<file path="config.mk">
export PLATFORM = sky130hd
export DESIGN_NAME = voltage_to_temperature_interp
export DESIGN_NICKNAME = d
export VERILOG_FILES = /design/src/rtl/vti_pkg.sv /design/src/rtl/vti_rom.sv /design/src/rtl/vti_div.sv /design/src/rtl/voltage_to_temperature_interp.sv
export SDC_FILE = /design/constraint.sdc
export NUM_CORES = 1
export LEC_CHECK = 0
export ABC_CLOCK_PERIOD_IN_PS = 18000
export CAP_MARGIN = 5
export CORE_MARGIN = 1.5
export CORE_UTILIZATION = 34
export DETAILED_ROUTE_END_ITERATION = 12
export DONT_BUFFER_PORTS = 1
export SLEW_MARGIN = 20
export SYNTH_ARGS = -nofsm -noshare
export SYNTH_HDL_FRONTEND = slang
export SYNTH_SLANG_ARGS = --single-unit
</file>
<file path="constraint.sdc">
create_clock -name clk -period 18 [get_ports clk]
set_input_delay 3.6 -clock clk [delete_from_list [all_inputs] [get_ports clk]]
set_output_delay 3.6 -clock clk [all_outputs]
set_load 0.01 [all_outputs]
</file>
<file path="src/rtl/vti_pkg.sv">
// Package: shared types, constants and the breakpoint table contents.
`timescale 1ns / 1ps
package vti_pkg;

  localparam int VOLT_W = 22;
  localparam int TEMP_W = 16;
  localparam int OUT_W  = 15;
  localparam int FRAC_W = 16;
  localparam int TBL_SIZE = 48;

  localparam logic [1:0] ST_INSIDE = 2'd0;
  localparam logic [1:0] ST_BELOW  = 2'd1;
  localparam logic [1:0] ST_ABOVE  = 2'd2;

  typedef struct packed {
    logic        [VOLT_W-1:0] volt;
    logic signed [TEMP_W-1:0] temp;
  } bp_t;

  typedef struct packed {
    logic busy;
    logic done;
  } div_stat_t;

  // breakpoint contents: voltage in uV, temperature in Q8.8
  function automatic bp_t rom_word(input logic [7:0] idx);
    bp_t r;
    case (idx)
      8'd0:  r = {22'd950996,  -16'sd1};
      8'd1:  r = {22'd988555,  16'sd255};
      8'd2:  r = {22'd1026863, 16'sd511};
      8'd3:  r = {22'd1065891, 16'sd767};
      8'd4:  r = {22'd1105610, 16'sd1023};
      8'd5:  r = {22'd1145987, 16'sd1279};
      8'd6:  r = {22'd1186987, 16'sd1535};
      8'd7:  r = {22'd1228574, 16'sd1791};
      8'd8:  r = {22'd1270709, 16'sd2047};
      8'd9:  r = {22'd1313353, 16'sd2303};
      8'd10: r = {22'd1356463, 16'sd2559};
      8'd11: r = {22'd1399996, 16'sd2816};
      8'd12: r = {22'd1443907, 16'sd3072};
      8'd13: r = {22'd1488152, 16'sd3328};
      8'd14: r = {22'd1532684, 16'sd3584};
      8'd15: r = {22'd1577456, 16'sd3840};
      8'd16: r = {22'd1622421, 16'sd4096};
      8'd17: r = {22'd1667530, 16'sd4352};
      8'd18: r = {22'd1712738, 16'sd4608};
      8'd19: r = {22'd1757995, 16'sd4864};
      8'd20: r = {22'd1803255, 16'sd5120};
      8'd21: r = {22'd1848472, 16'sd5376};
      8'd22: r = {22'd1893599, 16'sd5632};
      8'd23: r = {22'd1938592, 16'sd5888};
      8'd24: r = {22'd1983406, 16'sd6144};
      8'd25: r = {22'd2028000, 16'sd6400};
      8'd26: r = {22'd2072331, 16'sd6656};
      8'd27: r = {22'd2116361, 16'sd6912};
      8'd28: r = {22'd2160050, 16'sd7168};
      8'd29: r = {22'd2203362, 16'sd7424};
      8'd30: r = {22'd2246264, 16'sd7680};
      8'd31: r = {22'd2288720, 16'sd7936};
      8'd32: r = {22'd2330702, 16'sd8192};
      8'd33: r = {22'd2372180, 16'sd8448};
      8'd34: r = {22'd2413127, 16'sd8704};
      8'd35: r = {22'd2453517, 16'sd8960};
      8'd36: r = {22'd2493329, 16'sd9216};
      8'd37: r = {22'd2532541, 16'sd9472};
      8'd38: r = {22'd2571135, 16'sd9728};
      8'd39: r = {22'd2609093, 16'sd9984};
      8'd40: r = {22'd2646401, 16'sd10240};
      8'd41: r = {22'd2683045, 16'sd10496};
      8'd42: r = {22'd2719014, 16'sd10752};
      8'd43: r = {22'd2754299, 16'sd11008};
      8'd44: r = {22'd2788892, 16'sd11265};
      8'd45: r = {22'd2822788, 16'sd11521};
      8'd46: r = {22'd2855981, 16'sd11777};
      default: r = {22'd2888470, 16'sd12033};
    endcase
    return r;
  endfunction

endpackage

</file>
<file path="src/rtl/vti_rom.sv">
// Breakpoint ROM with registered read data.
`timescale 1ns / 1ps
module vti_rom
  import vti_pkg::*;
#(
  parameter int DEPTH = TBL_SIZE,
  parameter int AW    = $clog2(DEPTH)
) (
  input  logic          clk,
  input  logic [AW-1:0] rd_addr,
  output bp_t           rd_data
);

  bp_t rd_data_r;

  always_ff @(posedge clk) begin
    rd_data_r <= rom_word(8'(rd_addr));
  end

  assign rd_data = rd_data_r;

endmodule

</file>
<file path="src/rtl/vti_div.sv">
// Restoring divider: 16 quotient bits of (num << 16) / den, one bit a cycle.
`timescale 1ns / 1ps
module vti_div
  import vti_pkg::*;
(
  input  logic              clk,
  input  logic              rst_n,
  input  logic              start,
  input  logic [VOLT_W-1:0] num,
  input  logic [VOLT_W-1:0] den,
  output logic [FRAC_W-1:0] quo,
  output div_stat_t         stat
);

  localparam int CW = $clog2(FRAC_W);

  logic              busy_r;
  logic              done_r;
  logic [CW-1:0]     cnt_r;
  logic [VOLT_W-1:0] rem_r;
  logic [VOLT_W-1:0] den_r;
  logic [FRAC_W-1:0] q_r;

  logic [VOLT_W:0]   rem2;
  logic              ge;
  logic [VOLT_W-1:0] rem_nxt;

  // num < den always, so the remainder fits VOLT_W bits
  always_comb begin
    rem2    = {rem_r, 1'b0};
    ge      = (rem2 >= {1'b0, den_r});
    rem_nxt = ge ? VOLT_W'(rem2 - {1'b0, den_r}) : rem2[VOLT_W-1:0];
  end

  always_ff @(posedge clk) begin
    if (!rst_n) begin
      busy_r <= 1'b0;
      done_r <= 1'b0;
      cnt_r  <= '0;
    end else begin
      done_r <= 1'b0;
      if (start && !busy_r) begin
        busy_r <= 1'b1;
        cnt_r  <= CW'(FRAC_W - 1);
        rem_r  <= num;
        den_r  <= den;
      end else if (busy_r) begin
        rem_r <= rem_nxt;
        q_r   <= {q_r[FRAC_W-2:0], ge};
        cnt_r <= cnt_r - 1'b1;
        if (cnt_r == '0) begin
          busy_r <= 1'b0;
          done_r <= 1'b1;
        end
      end
    end
  end

  assign quo       = q_r;
  assign stat.busy = busy_r;
  assign stat.done = done_r;

endmodule

</file>
<file path="src/rtl/voltage_to_temperature_interp.sv">
// Top level: voltage to Q7.8 temperature by piecewise linear table interpolation.
`timescale 1ns / 1ps
// Usage:
//   A request is taken at a rising edge with start high and busy low; it
//   carries in_voltage_uv (microvolts, unsigned). busy stays high while the
//   request is worked on. Exactly one result follows: out_temperature_q8
//   (signed Q7.8) and out_clamp_status (inside / below / above), shown for
//   one cycle with out_valid high. The receiver cannot stall; the result
//   register holds until the next result, and a new request may be taken
//   in the cycle the strobe is high.
//   Sequence: the breakpoint ROM is read one entry a cycle (one read port,
//   registered read data), walking the segments in order. Below-table inputs
//   finish once the first entry is checked. A hit in segment k runs the
//   search, then the bit-serial divider (one quotient bit a cycle), then
//   multiply and round. Inputs past the table finish when the last entry
//   is checked. The default table has 48 entries; one request at a time.
//   Reset (rst_n low, synchronous) returns to idle and drops the strobe;
//   the ROM needs no initialization.
module voltage_to_temperature_interp
  import vti_pkg::*;
#(
  parameter int TABLE_SIZE = TBL_SIZE
) (
  input  logic                    clk,
  input  logic                    rst_n,
  input  logic                    start,
  output logic                    busy,
  input  logic [VOLT_W-1:0]       in_voltage_uv,
  output logic                    out_valid,
  output logic signed [OUT_W-1:0] out_temperature_q8,
  output logic [1:0]              out_clamp_status
);

  localparam int IDX_W = $clog2(TABLE_SIZE);
  localparam bp_t FIRST_BP = rom_word(8'd0);

  typedef enum logic [2:0] {
    S_IDLE, S_FETCH, S_FIRST, S_SCAN, S_DIV, S_MUL, S_SUM
  } state_t;

  state_t                   state_r;
  logic [IDX_W-1:0]         addr_r;    // ROM read address
  logic [IDX_W-1:0]         idx_r;     // index of entry now on rd_data
  logic [VOLT_W-1:0]        x_r;
  bp_t                      prev_r;    // lower breakpoint of the segment
  logic [VOLT_W-1:0]        num_r;
  logic [VOLT_W-1:0]        span_r;
  logic                     div_start_r;
  logic signed [TEMP_W:0]   dt_r;
  logic signed [TEMP_W-1:0] t0_r;
  logic [FRAC_W-1:0]        frac_r;
  logic signed [2*TEMP_W+1:0] prod_r;
  logic                     out_valid_r;
  logic signed [OUT_W-1:0]  out_temp_r;
  logic [1:0]               out_stat_r;

  bp_t                      rd_data;
  logic [FRAC_W-1:0]        quo;
  div_stat_t                div_stat;

  logic                     seg_hit;
  logic signed [2*TEMP_W+1:0] rnd;
  logic signed [TEMP_W+2:0] sum;
  logic signed [OUT_W-1:0]  sat;

  vti_rom #(
    .DEPTH (TABLE_SIZE),
    .AW    (IDX_W)
  ) u_rom (
    .clk     (clk),
    .rd_addr (addr_r),
    .rd_data (rd_data)
  );

  vti_div u_div (
    .clk   (clk),
    .rst_n (rst_n),
    .start (div_start_r),
    .num   (num_r),
    .den   (span_r),
    .quo   (quo),
    .stat  (div_stat)
  );

  // half-open segment [prev, cur): lower end included
  assign seg_hit = (prev_r.volt <= x_r) && (x_r < rd_data.volt);

  // round half up, floor shift, then saturate to the output range
  always_comb begin
    rnd = prod_r + (2*TEMP_W+2)'(32768);
    sum = (TEMP_W+3)'(t0_r) + (TEMP_W+3)'($signed(rnd[2*TEMP_W+1:FRAC_W]));
    if (sum > (TEMP_W+3)'(16383)) begin
      sat = OUT_W'(16383);
    end else if (sum < -(TEMP_W+3)'(16384)) begin
      sat = OUT_W'(-16384);
    end else begin
      sat = sum[OUT_W-1:0];
    end
  end

  always_ff @(posedge clk) begin
    if (!rst_n) begin
      state_r     <= S_IDLE;
      div_start_r <= 1'b0;
      out_valid_r <= 1'b0;
      addr_r      <= '0;
      idx_r       <= '0;
    end else begin
      out_valid_r <= 1'b0;
      div_start_r <= 1'b0;
      case (state_r)
        S_IDLE: begin
          if (start) begin
            x_r     <= in_voltage_uv;
            addr_r  <= '0;
            state_r <= S_FETCH;
          end
        end
        S_FETCH: begin
          addr_r  <= IDX_W'(1);
          state_r <= S_FIRST;
        end
        S_FIRST: begin
          if (x_r < rd_data.volt) begin
            out_temp_r  <= rd_data.temp[OUT_W-1:0];
            out_stat_r  <= ST_BELOW;
            out_valid_r <= 1'b1;
            state_r     <= S_IDLE;
          end else begin
            prev_r  <= rd_data;
            idx_r   <= IDX_W'(1);
            addr_r  <= IDX_W'(2);
            state_r <= S_SCAN;
          end
        end
        S_SCAN: begin
          if (seg_hit) begin
            num_r       <= x_r - prev_r.volt;
            span_r      <= rd_data.volt - prev_r.volt;
            t0_r        <= prev_r.temp;
            dt_r        <= (TEMP_W+1)'(rd_data.temp) - (TEMP_W+1)'(prev_r.temp);
            div_start_r <= 1'b1;
            state_r     <= S_DIV;
          end else if (idx_r == IDX_W'(TABLE_SIZE - 1)) begin
            // past the last segment: exact last breakpoint is inside
            out_temp_r  <= rd_data.temp[OUT_W-1:0];
            out_stat_r  <= (x_r == rd_data.volt) ? ST_INSIDE : ST_ABOVE;
            out_valid_r <= 1'b1;
            state_r     <= S_IDLE;
          end else begin
            prev_r <= rd_data;
            idx_r  <= idx_r + 1'b1;
            addr_r <= addr_r + 1'b1;
          end
        end
        S_DIV: begin
          if (div_stat.done) begin
            frac_r  <= quo;
            state_r <= S_MUL;
          end
        end
        S_MUL: begin
          prod_r  <= dt_r * $signed({1'b0, frac_r});
          state_r <= S_SUM;
        end
        S_SUM: begin
          out_temp_r  <= sat;
          out_stat_r  <= ST_INSIDE;
          out_valid_r <= 1'b1;
          state_r     <= S_IDLE;
        end
        default: begin
          state_r <= S_IDLE;
        end
      endcase
    end
  end

  assign busy               = (state_r != S_IDLE);
  assign out_valid          = out_valid_r;
  assign out_temperature_q8 = out_temp_r;
  assign out_clamp_status   = out_stat_r;

  // a result only ends a request that was in flight
  a_valid_after_busy: assert property (@(posedge clk) disable iff (!rst_n)
    out_valid |-> $past(busy))
    else $error("result strobe without a request in flight");

  // leaving busy always comes with a result
  a_busy_ends_with_result: assert property (@(posedge clk) disable iff (!rst_n)
    ($past(rst_n) && $fell(busy)) |-> out_valid)
    else $error("request dropped without a result");

  // below-table clamp gives the first table temperature
  a_below_first_temp: assert property (@(posedge clk) disable iff (!rst_n)
    (out_valid && out_clamp_status == ST_BELOW) |->
      (out_temperature_q8 == FIRST_BP.temp[OUT_W-1:0]))
    else $error("below-table clamp value wrong");

  // the divider is never started while still running
  a_div_start_idle: assert property (@(posedge clk) disable iff (!rst_n)
    div_start_r |-> !div_stat.busy)
    else $error("divider restarted while busy");

endmodule
</file>
==> results of run 1 <==
path summary, 6_finish.rpt:
path,from,end,slack (ps),cells after the start
worst max-delay path,dt_r[7],prod_r[33],11130,21
worst min-delay path,span_r[16],u_div.den_r[16],410,0
worst max register to register,dt_r[7],prod_r[33],11130,21
worst min register to register,span_r[16],u_div.den_r[16],410,0
report_power, final:
part	leakage [nW]	switching (mW)	internal, mW
clock	0.485	0.264	0.367
combinational	9.38	0.117	0.0812
sequential	2.51	0.0171	0.733
registers in the layout (all words and copies together) (netlist names):
register            count
span_r                 22
prod_r                 19
u_div.busy_r            1
addr_r                  6
out_valid               1
prev_r                 31
div_start_r             1
x_r                    22
u_div.cnt_r             4
idx_r                   6
t0_r                    9
out_clamp_status        2
u_rom.rd_data          31
u_div.den_r            22
frac_r                 16
num_r                  22
state_r                 3
u_div.done_r            1
dt_r                   13
u_div.rem_r            22
out_temperature_q8     15
u_div.quo              16
Yosys cell counts (6+ instances only):
| cell type | instances | area (µm²) |
|---|---|---|
| a211o_1 | 6 | 52.6 |
| a211oi_1 | 27 | 203 |
| a21boi_0 | 9 | 67.6 |
| a21o_1 | 45 | 338 |
| a21oi_1 | 124 | 621 |
| a221oi_1 | 6 | 52.6 |
| a311oi_1 | 9 | 78.8 |
| a31oi_1 | 28 | 175 |
| and2_1 | 83 | 519 |
| and3_1 | 19 | 119 |
| buf_1 | 8 | 30.0 |
| clkbuf_1 | 78 | 293 |
| dfxtp_1 | 54 | 1080 |
| edfxtp_1 | 231 | 6940 |
| fa_1 | 286 | 5730 |
| ha_1 | 217 | 2720 |
| inv_1 | 495 | 1860 |
| mux2i_1 | 25 | 250 |
| nand2_1 | 246 | 923 |
| nand2b_1 | 21 | 131 |
| nand3_1 | 44 | 220 |
| nand4_1 | 11 | 68.8 |
| nor2_1 | 130 | 488 |
| nor2b_1 | 24 | 150 |
| nor3_1 | 32 | 160 |
| nor3b_1 | 7 | 52.6 |
| o211ai_1 | 15 | 113 |
| o21a_1 | 23 | 173 |
| o21ai_0 | 102 | 510 |
| o22ai_1 | 7 | 43.8 |
| o31a_1 | 6 | 52.6 |
| o31ai_1 | 7 | 52.6 |
| or2_2 | 7 | 43.8 |
| xnor2_1 | 73 | 639 |
| xor2_1 | 38 | 333 |
critical path, delay by kind of cell, from the launching register on:
family / cells / cell delay [ps]
AND/OR/NAND/NOR: 2 / 500
flip-flops: 1 / 610
XOR/XNOR: 1 / 90
AO/OA/AOI/OAI: 7 / 1840
adder cells (fa/ha/maj): 7 / 3370
buffers and inverters: 4 / 190
logic make-up (layout without fill, tap and decap cells):
group	after synthesis	after routing	synth area share, %
and+or+nand+nor	644	644	11.6
buffers and inverters	585	562	8.42
adders and majority gates	503	503	32.2
AOI/OAI and AO/OA	487	487	12.3
DFF	285	285	30.6
xor gates and xnor gates	111	111	3.71
muxes	29	29	1.17
per-stage QoR:
stage / hold slack, ps / cell area [µm²]
3_3_place_gp: 400 / 27300
5_1_grt: 418 / 28300
3_5_place_dp: 405 / 27300
6_report: 414 / 28300
4_1_cts: 414 / 28300
2_1_floorplan: 400 / 26200
final cells by class:
type	instances	area, µm²
multi-input cells	1774	16000
clock buffers	42	827
clock inverters	16	186
repair buffers	9	67.6
flip-flops and latches	285	8020
fillers	7646	47800
inverters	495	1860
well taps	1030	1290
routing by layer:
layer	wire (µm)	part of all wire [%]	up-vias	track usage, %
met5	0	0	-	0
li1	-	-	8664	-
met3	2300	4.0	94	1.47
met2	27100	47	401	25.1
met1	26400	46	8605	20.5
met4	2130	3.7	0	5.50
==> flow_summary.ini, run 1 <==
[cells_and_area]
drive_above_1_share_pct = 3.74
area_growth_pct = 7.93
final_util_pct = 37.2
nNetsFinal = 3124
diodes = 0
fin_cells = 3651
final_cell_mix = inv_1, fa_1, nand2_1
final_common_cell = inv_1

[worst_setup_path]
critPathKind = flip-flop to flip-flop
crit_path_frequent_cell = fa_1
cp_slowest_stage_delay_ps = 610
end_kind = flip-flop
cpMaxStageDelayCell = edfxtp_1
path_cells = and2_1 -> fa_1 -> inv_1 -> fa_1 -> fa_1 -> inv_1 -> fa_1 -> fa_1 -> inv_1 -> fa_1 -> inv_1 -> ha_1 -> and3_1 -> a221o_1 -> a22o_1 -> o21ai_1 -> o21a_1 -> o21ai_1 -> a211o_1 -> a21oi_1 -> xnor2_1
critical_path_required_ps = 18320
path_max_fanout = 16
worstPathArrival_ps = 7190
cp-start-kind = flip-flop

[drt]
drtIter0Drc = 1024
routed_via_density = 4.87
wl_per_cell_um = 15.9
via_count = 17764
drc = 0
ant_nets = 0
firstDrtPassIters = 5
wl_um = 57900

[floorplan]
core_area_um2 = 76100
die_h_um = 281
dieArea_um2 = 78700
die_w_um = 281
io_pins = 44
initial_core_util_pct = 34.4
rows = 101

[yosys]
synth_cell_types = 79
netlist_area_um2 = 26200
synth-main-ff-cell = edfxtp_1
synth_edf_count = 231
async_reset_ff_share_pct = 0
synthCells = 2644
synth-warning-count = 0
synth-seq-cells = 285
synth.yosys.seq_area_share_pct = 30.6
syn_area_per_cell_um2 = 9.91
syn_nets = 3172

[sta]
period_needed_ps = 6870
fin_crit_sh_pct = 38.2
setup_violations = 0
max_slew.worst_pin.slew_ps = 1050
slew_headroom_pct = 29.1
maxSlewViolCount = 0
max_freq_ghz = 0.146
skew_ps = 13.6
worst_slack_ps = 11130
finalHoldViolations = 0
rsz0062_at_grt = false
tns_ps = 0

[clock_network]
holdBufCountCts = 0
cts_tree = done
clk_latency_ps = 590
htree_levels = 1
clock_tree.root_cell = clkbuf_16
post_cts_resized = 0
cts.clk_slew.worst_paths_ps = 70
post_cts.repair.setup_buffers = 0
clk_path_buf_depth = 3
numClockSinks = 285
cts_buffers = 31

[place]
pre_cts_ws_ps = 11140
gp_congestion = 0.903
placedCellCount = 3593
post-dp-hpwl_um = 46100
port_buffers = 0

[global_routing]
grt_pass1_vias = 17978
grt_max_degree = 71
grt_first_pass_wirelength_um = 95800
antenna_found_initial = 0
grt_overflow_total = 0
grt.total_usage_pct = 15.1

[power_and_ir_drop]
powerDensity_nw_per_um2 = 55.8
p_leak_nw = 12.4
ir_drop_mv = 0.0706
total_power_mw = 1.58

[run_status]
status = finished clean

[hold_path]
hold_class = flip-flop to flip-flop

[job]
maxCapViolations = 0
No activity file was read; power rests on OpenSTA's default activity.
==> run 2: changes to the inputs <==
Settings changed: ABC_AREA from default to 1, ABC_CLOCK_PERIOD_IN_PS 18000 to 5980.
Clock period 18 ns to 5.98 ns, I/O delays scaled along.
==> flow_summary.ini, run 2 <==
[drt]
drtIter0Drc = 1485
routed_via_density = 4.81
met3WireLength_um = 2960
drc = 0
dr_wl_met2_um = 33900
wl_um = 69600
ant_nets = 0
met1_length_um = 30400
wl_per_cell_um = 16.0
firstDrtPassIters = 7
routed.top_layer = met4
via_count = 20933

[clock_network]
cts_buffers = 31
numClockSinks = 285
clock_tree.root_cell = clkbuf_16
htree_levels = 1
cts_tree = done
cts.clk_slew.worst_paths_ps = 80
clk_latency_ps = 610
holdBufCountCts = 0
clk_path_buf_depth = 3

[yosys]
synth_fa_ha_area_share_pct = 30.8
synthTopCellsByCount = inv_1, nand2_1, fa_1
synth_compound_area_share_pct = 8.83
synth_area_leaders = edfxtp_1, fa_1, inv_1
synth_top_area_share_pct = 25.3
synth.yosys.seq_area_share_pct = 29.2
synth-seq-cells = 285
synth_xor_xnor_area_share_pct = 3.61
synthMuxAreaShare_pct = 0
synth_top_family_by_area = adder cells
synth-warning-count = 0
synth-main-ff-cell = edfxtp_1
synth_edf_count = 231
async_reset_ff_share_pct = 0
synth.most_common_cell = inv_1
synthCells = 3214
synth_top_area_cell = edfxtp_1
netlist_area_um2 = 27400
synth_cell_types = 58
syn_nets = 3742
syn_area_per_cell_um2 = 8.53
synth-simple-area-share_pct = 16.2

[worst_setup_path]
r2r_cells = 24
path_max_fanout = 8
end_kind = flip-flop
path_cells = buf_4 -> buf_4 -> nand2_1 -> inv_1 -> fa_1 -> inv_1 -> fa_1 -> fa_1 -> inv_1 -> fa_1 -> fa_1 -> inv_1 -> fa_1 -> inv_1 -> ha_1 -> nand2_1 -> inv_1 -> a21oi_1 -> o21bai_1 -> a21oi_1 -> nand2_1 -> nand2_1 -> nand2_1 -> xor2_1
worstPathArrival_ps = 6110
critical_path_required_ps = 6330
cp_slowest_stage_delay_ps = 540
crit_family = adder cells
cpMaxStageDelayCell = fa_1
path_buf_inv = 8
cp-start-kind = flip-flop
worstSetupPathDepth = 24
critPathKind = flip-flop to flip-flop

[global_routing]
antenna_found_initial = 0
grt_max_degree = 67
grt.total_usage_pct = 17.1
grt_pass1_vias = 21318
grt_overflow_total = 0
grt_first_pass_wirelength_um = 112000

[place]
gp_congestion = 0.921
port_buffers = 0
post-dp-hpwl_um = 56600

[power_and_ir_drop]
p_leak_nw = 14.7
powerDensity_nw_per_um2 = 247
ir_drop_mv = 0.260
total_power_mw = 7.52

[cells_and_area]
diodes = 0
drive_above_1_share_pct = 7.33
final_cell_mix = inv_1, nand2_1, fa_1
final_common_cell = inv_1
area_growth_pct = 10.9
nNetsFinal = 3806

[floorplan]
rows = 103
die_w_um = 287
dieArea_um2 = 82400
initial_core_util_pct = 34.5
core_area_um2 = 79400
die_h_um = 287
io_pins = 44

[hold_path]
hold_class = flip-flop to flip-flop
hold_depth = 0

[sta]
maxSlewViolCount = 0
rsz0062_at_grt = true
skew_ps = 20.6
max_freq_ghz = 0.174
setup_violations = 0
max_slew.worst_pin.slew_ps = 1060
slew_headroom_pct = 29.5
period_needed_ps = 5760
hold_ws_ps = 419
finalHoldViolations = 0
fin_crit_sh_pct = 96.3

[run_status]
status = finished clean

[job]
maxCapViolations = 0
==> run 2: cell count changes in the layout (fill, tap and decap cells not counted), sizes merged, moves of 22 or more <==
| cell | delta |
|---|---|
| nand2 | +432 |
| inv | +249 |
| buf | +92 |
| and2 | -81 |
| nor2 | +81 |
| a21oi | +57 |
| nand3 | +51 |
| o21ai | +41 |
| a21o | -33 |
| xor2 | +28 |
| xnor2 | -26 |
| mux2i | -25 |
| nor2b | -24 |
| a211oi | -22 |
==> run 2: timing repair <==
item	CTS	global route
setup endpoints to repair	0	15
buffers inserted	0	28
resized for setup	0	40
==> run 2: cell type report <==
cell class | instances | area [µm²]
clock buffer | 36 | 805
clock inverter | 21 | 238
fill | 8225 | 49000
inverter | 745 | 2800
multi-input combinational | 2114 | 16400
sequential | 285 | 8020
tap | 1050 | 1310
timing repair buffer | 101 | 801
==> run 2: final timing paths <==
check | startpoint | to | slack (ps)
hold reg to reg | span_r[21] | u_div.den_r[21] | 420
setup / recovery | dt_r[7] | prod_r[31] | 220
setup reg to reg | dt_r[7] | prod_r[31] | 220
hold / removal | span_r[21] | u_div.den_r[21] | 420
==> run 2: power breakdown <==
part           total (mW)  internal [mW]  switching, mW
Sequential           2.64           2.46          0.172
Clock                1.99           1.11          0.877
Combinational        2.90           1.02           1.87
==> run 2: layer usage <==
metal | track usage, % | vias up
li1 | - | 10206
met5 | 0 | -
met1 | 22.4 | 10048
met2 | 29.7 | 550
met4 | 5.25 | 0
met3 | 1.70 | 129
==> run 2: cells by family after synthesis <==
group	count (synthesis)
buffers and inverters	815
xor gates and xnor gates	113
and+or+nand+nor	1074
AOI/OAI and AO/OA	424
adders and majority gates	503
DFF	285
==> run 2: per-stage QoR <==
stage	util, %	TNS, ps	instance area (µm²)	setup slack, ps	std cells
5_1_grt	38.3	-73.0	30400	-38.6	4352
4_1_cts	37.9	0	30100	26.1	4324
6_report	38.3	0	30400	224	4352
2_1_floorplan	-	0	27400	212	3214
3_3_place_gp	36.6	0	29000	142	4267
3_5_place_dp	36.6	0	29000	35.7	4267
==> run 3: changes to the inputs <==
Settings changed: CELL_PAD_IN_SITES_DETAIL_PLACEMENT from default to 0, CELL_PAD_IN_SITES_GLOBAL_PLACEMENT from default to 1, PLACE_DENSITY_LB_ADDON from default to 0.1.
==> flow_summary.ini, run 3 (synthesis results as in run 2) <==
[worst_setup_path]
reg2reg_to = prod_r[22]
crit_start = dt_r[5]
crit_path_frequent_cell = fa_1
path_buf_inv = 7
worstSetupPathDepth = 20
end_kind = flip-flop
cp-start-kind = flip-flop
r2r_slack_ps = 230
critical_path_required_ps = 6280
crit_family = adder cells
crit-reg2reg-launch = dt_r[5]
cp-endpoint = prod_r[22]
path_cells = buf_4 -> nand2_1 -> inv_1 -> fa_1 -> inv_1 -> fa_1 -> inv_1 -> fa_1 -> fa_1 -> fa_1 -> inv_1 -> fa_1 -> inv_1 -> ha_1 -> a21oi_1 -> o21ai_0 -> a21oi_1 -> o211ai_1 -> buf_4 -> xor2_1
critPathKind = flip-flop to flip-flop
r2r_cells = 20
cp_slowest_stage_delay_ps = 550
cpMaxStageDelayCell = fa_1
path_max_fanout = 5
worstPathArrival_ps = 6050

[global_routing]
antenna_found_initial = 3
grt.total_usage_pct = 20.1
grt_first_pass_wirelength_um = 127000
grt_pass1_vias = 22157
grt_max_degree = 45
grt_overflow_total = 0

[sta]
tns_ps = 0
setup_violations = 0
fin_crit_sh_pct = 96.1
finalHoldViolations = 0
max_freq_ghz = 0.174
skew_ps = 29.8
maxSlewViolCount = 0
slew_headroom_pct = 38.7
rsz0062_at_grt = true
period_needed_ps = 5750
max_slew.worst_pin.slew_ps = 918

[hold_path]
hold_class = flip-flop to flip-flop

[drt]
drtIter0Drc = 1225
routed_via_density = 4.81
drc = 0
via_count = 21104
ant_nets = 0
wl_per_cell_um = 18.5
firstDrtPassIters = 5
wl_um = 81100

[clock_network]
clk_latency_ps = 570
numClockSinks = 285
htree_levels = 2
cts.clk_slew.worst_paths_ps = 70
cts_tree = done
clk_path_buf_depth = 3
cts_buffers = 37
clock_tree.root_cell = clkbuf_16

[place]
dpl_cell_area_um2 = 29300
gp_congestion = 0.884
post-dp-hpwl_um = 67700
port_buffers = 0

[cells_and_area]
drive_above_1_share_pct = 8.15
fin_area_um2 = 30800
area_growth_pct = 12.3
final_common_cell = inv_1
diodes = 0
fillCellCount = 8262
final_cell_mix = inv_1, nand2_1, fa_1
nNetsFinal = 3837

[job]
maxCapViolations = 0

[run_status]
status = finished clean

[floorplan]
die_w_um = 287
core_area_um2 = 79400
die_h_um = 287
io_pins = 44
dieArea_um2 = 82400
rows = 103
initial_core_util_pct = 34.5

[power_and_ir_drop]
powerDensity_nw_per_um2 = 255
p_leak_nw = 14.9
ir_drop_mv = 0.266
run 3: where the power goes:
group          leakage (nW)  switching, mW  total (mW)  internal [mW]
registers              2.50          0.172        2.64           2.47
logic                  11.9           1.95        3.04           1.09
clock network         0.569          0.929        2.17           1.24
run 3: worst min path at each step:
stage               slack, ps  cells after the start     startpoint               to
finish                    420                      0     span_r[20]  u_div.den_r[20]
CTS                       420                      0     span_r[18]  u_div.den_r[18]
floorplan                 400                      0  u_div.quo[15]       frac_r[15]
detailed placement        410                      0     span_r[18]  u_div.den_r[18]
global placement          400                      0  u_div.quo[15]       frac_r[15]
global route              420                      0     span_r[18]  u_div.den_r[18]
run 3: stage by stage:
step | hold slack (ps) | util, % | setup slack, ps | std cells | total power [mW]
global placement | 402 | 36.9 | -31.8 | 4293 | 5.75
CTS | 417 | 38.4 | 22.2 | 4366 | 7.95
global route | 421 | 38.8 | -7.63 | 4388 | 8.40
finish | 418 | 38.8 | 231 | 4388 | 7.85
detailed placement | 406 | 36.9 | -24.7 | 4293 | 5.72
floorplan | 400 | - | 212 | 3214 | 4.56
run 3: cell type report:
type	instances	area (µm²)	share of cell area, %
multi-input cells	2114	16500	53.4
flip-flops and latches	285	8020	26.0
inverters	745	2800	9.10
clock buffers	41	941	3.06
well taps	1050	1310	4.27
clock inverters	27	233	0.756
repair buffers	126	1030	3.34
run 3: worst register-to-register path, cell delays in order, from the launching register on:
cell and delay, ps:
edfxtp_1 440, buf_4 190, nand2_1 110, inv_1 70, fa_1 550, inv_1 60, fa_1 530, inv_1 50
fa_1 480, fa_1 460, fa_1 550, inv_1 60, fa_1 550, inv_1 50, ha_1 370, a21oi_1 220
o21ai_0 140, a21oi_1 150, o211ai_1 160, buf_4 170, xor2_1 130
run 3: what timing repair did:
item,CTS,global route
endpoints found under the setup margin,5,15
resized for setup,1,36
pin swaps,0,8
hold buffers,0,0
setup buffers,5,21
run 3: routing by layer:
| layer | global-route usage [%] | wire [µm] | vias to the layer above |
|---|---|---|---|
| met5 | 0 | 34 | - |
| met4 | 6.45 | 2590 | 6 |
| met3 | 2.41 | 3200 | 108 |
| met2 | 35.5 | 40400 | 438 |
| met1 | 25.4 | 34800 | 10265 |
| li1 | - | - | 10287 |
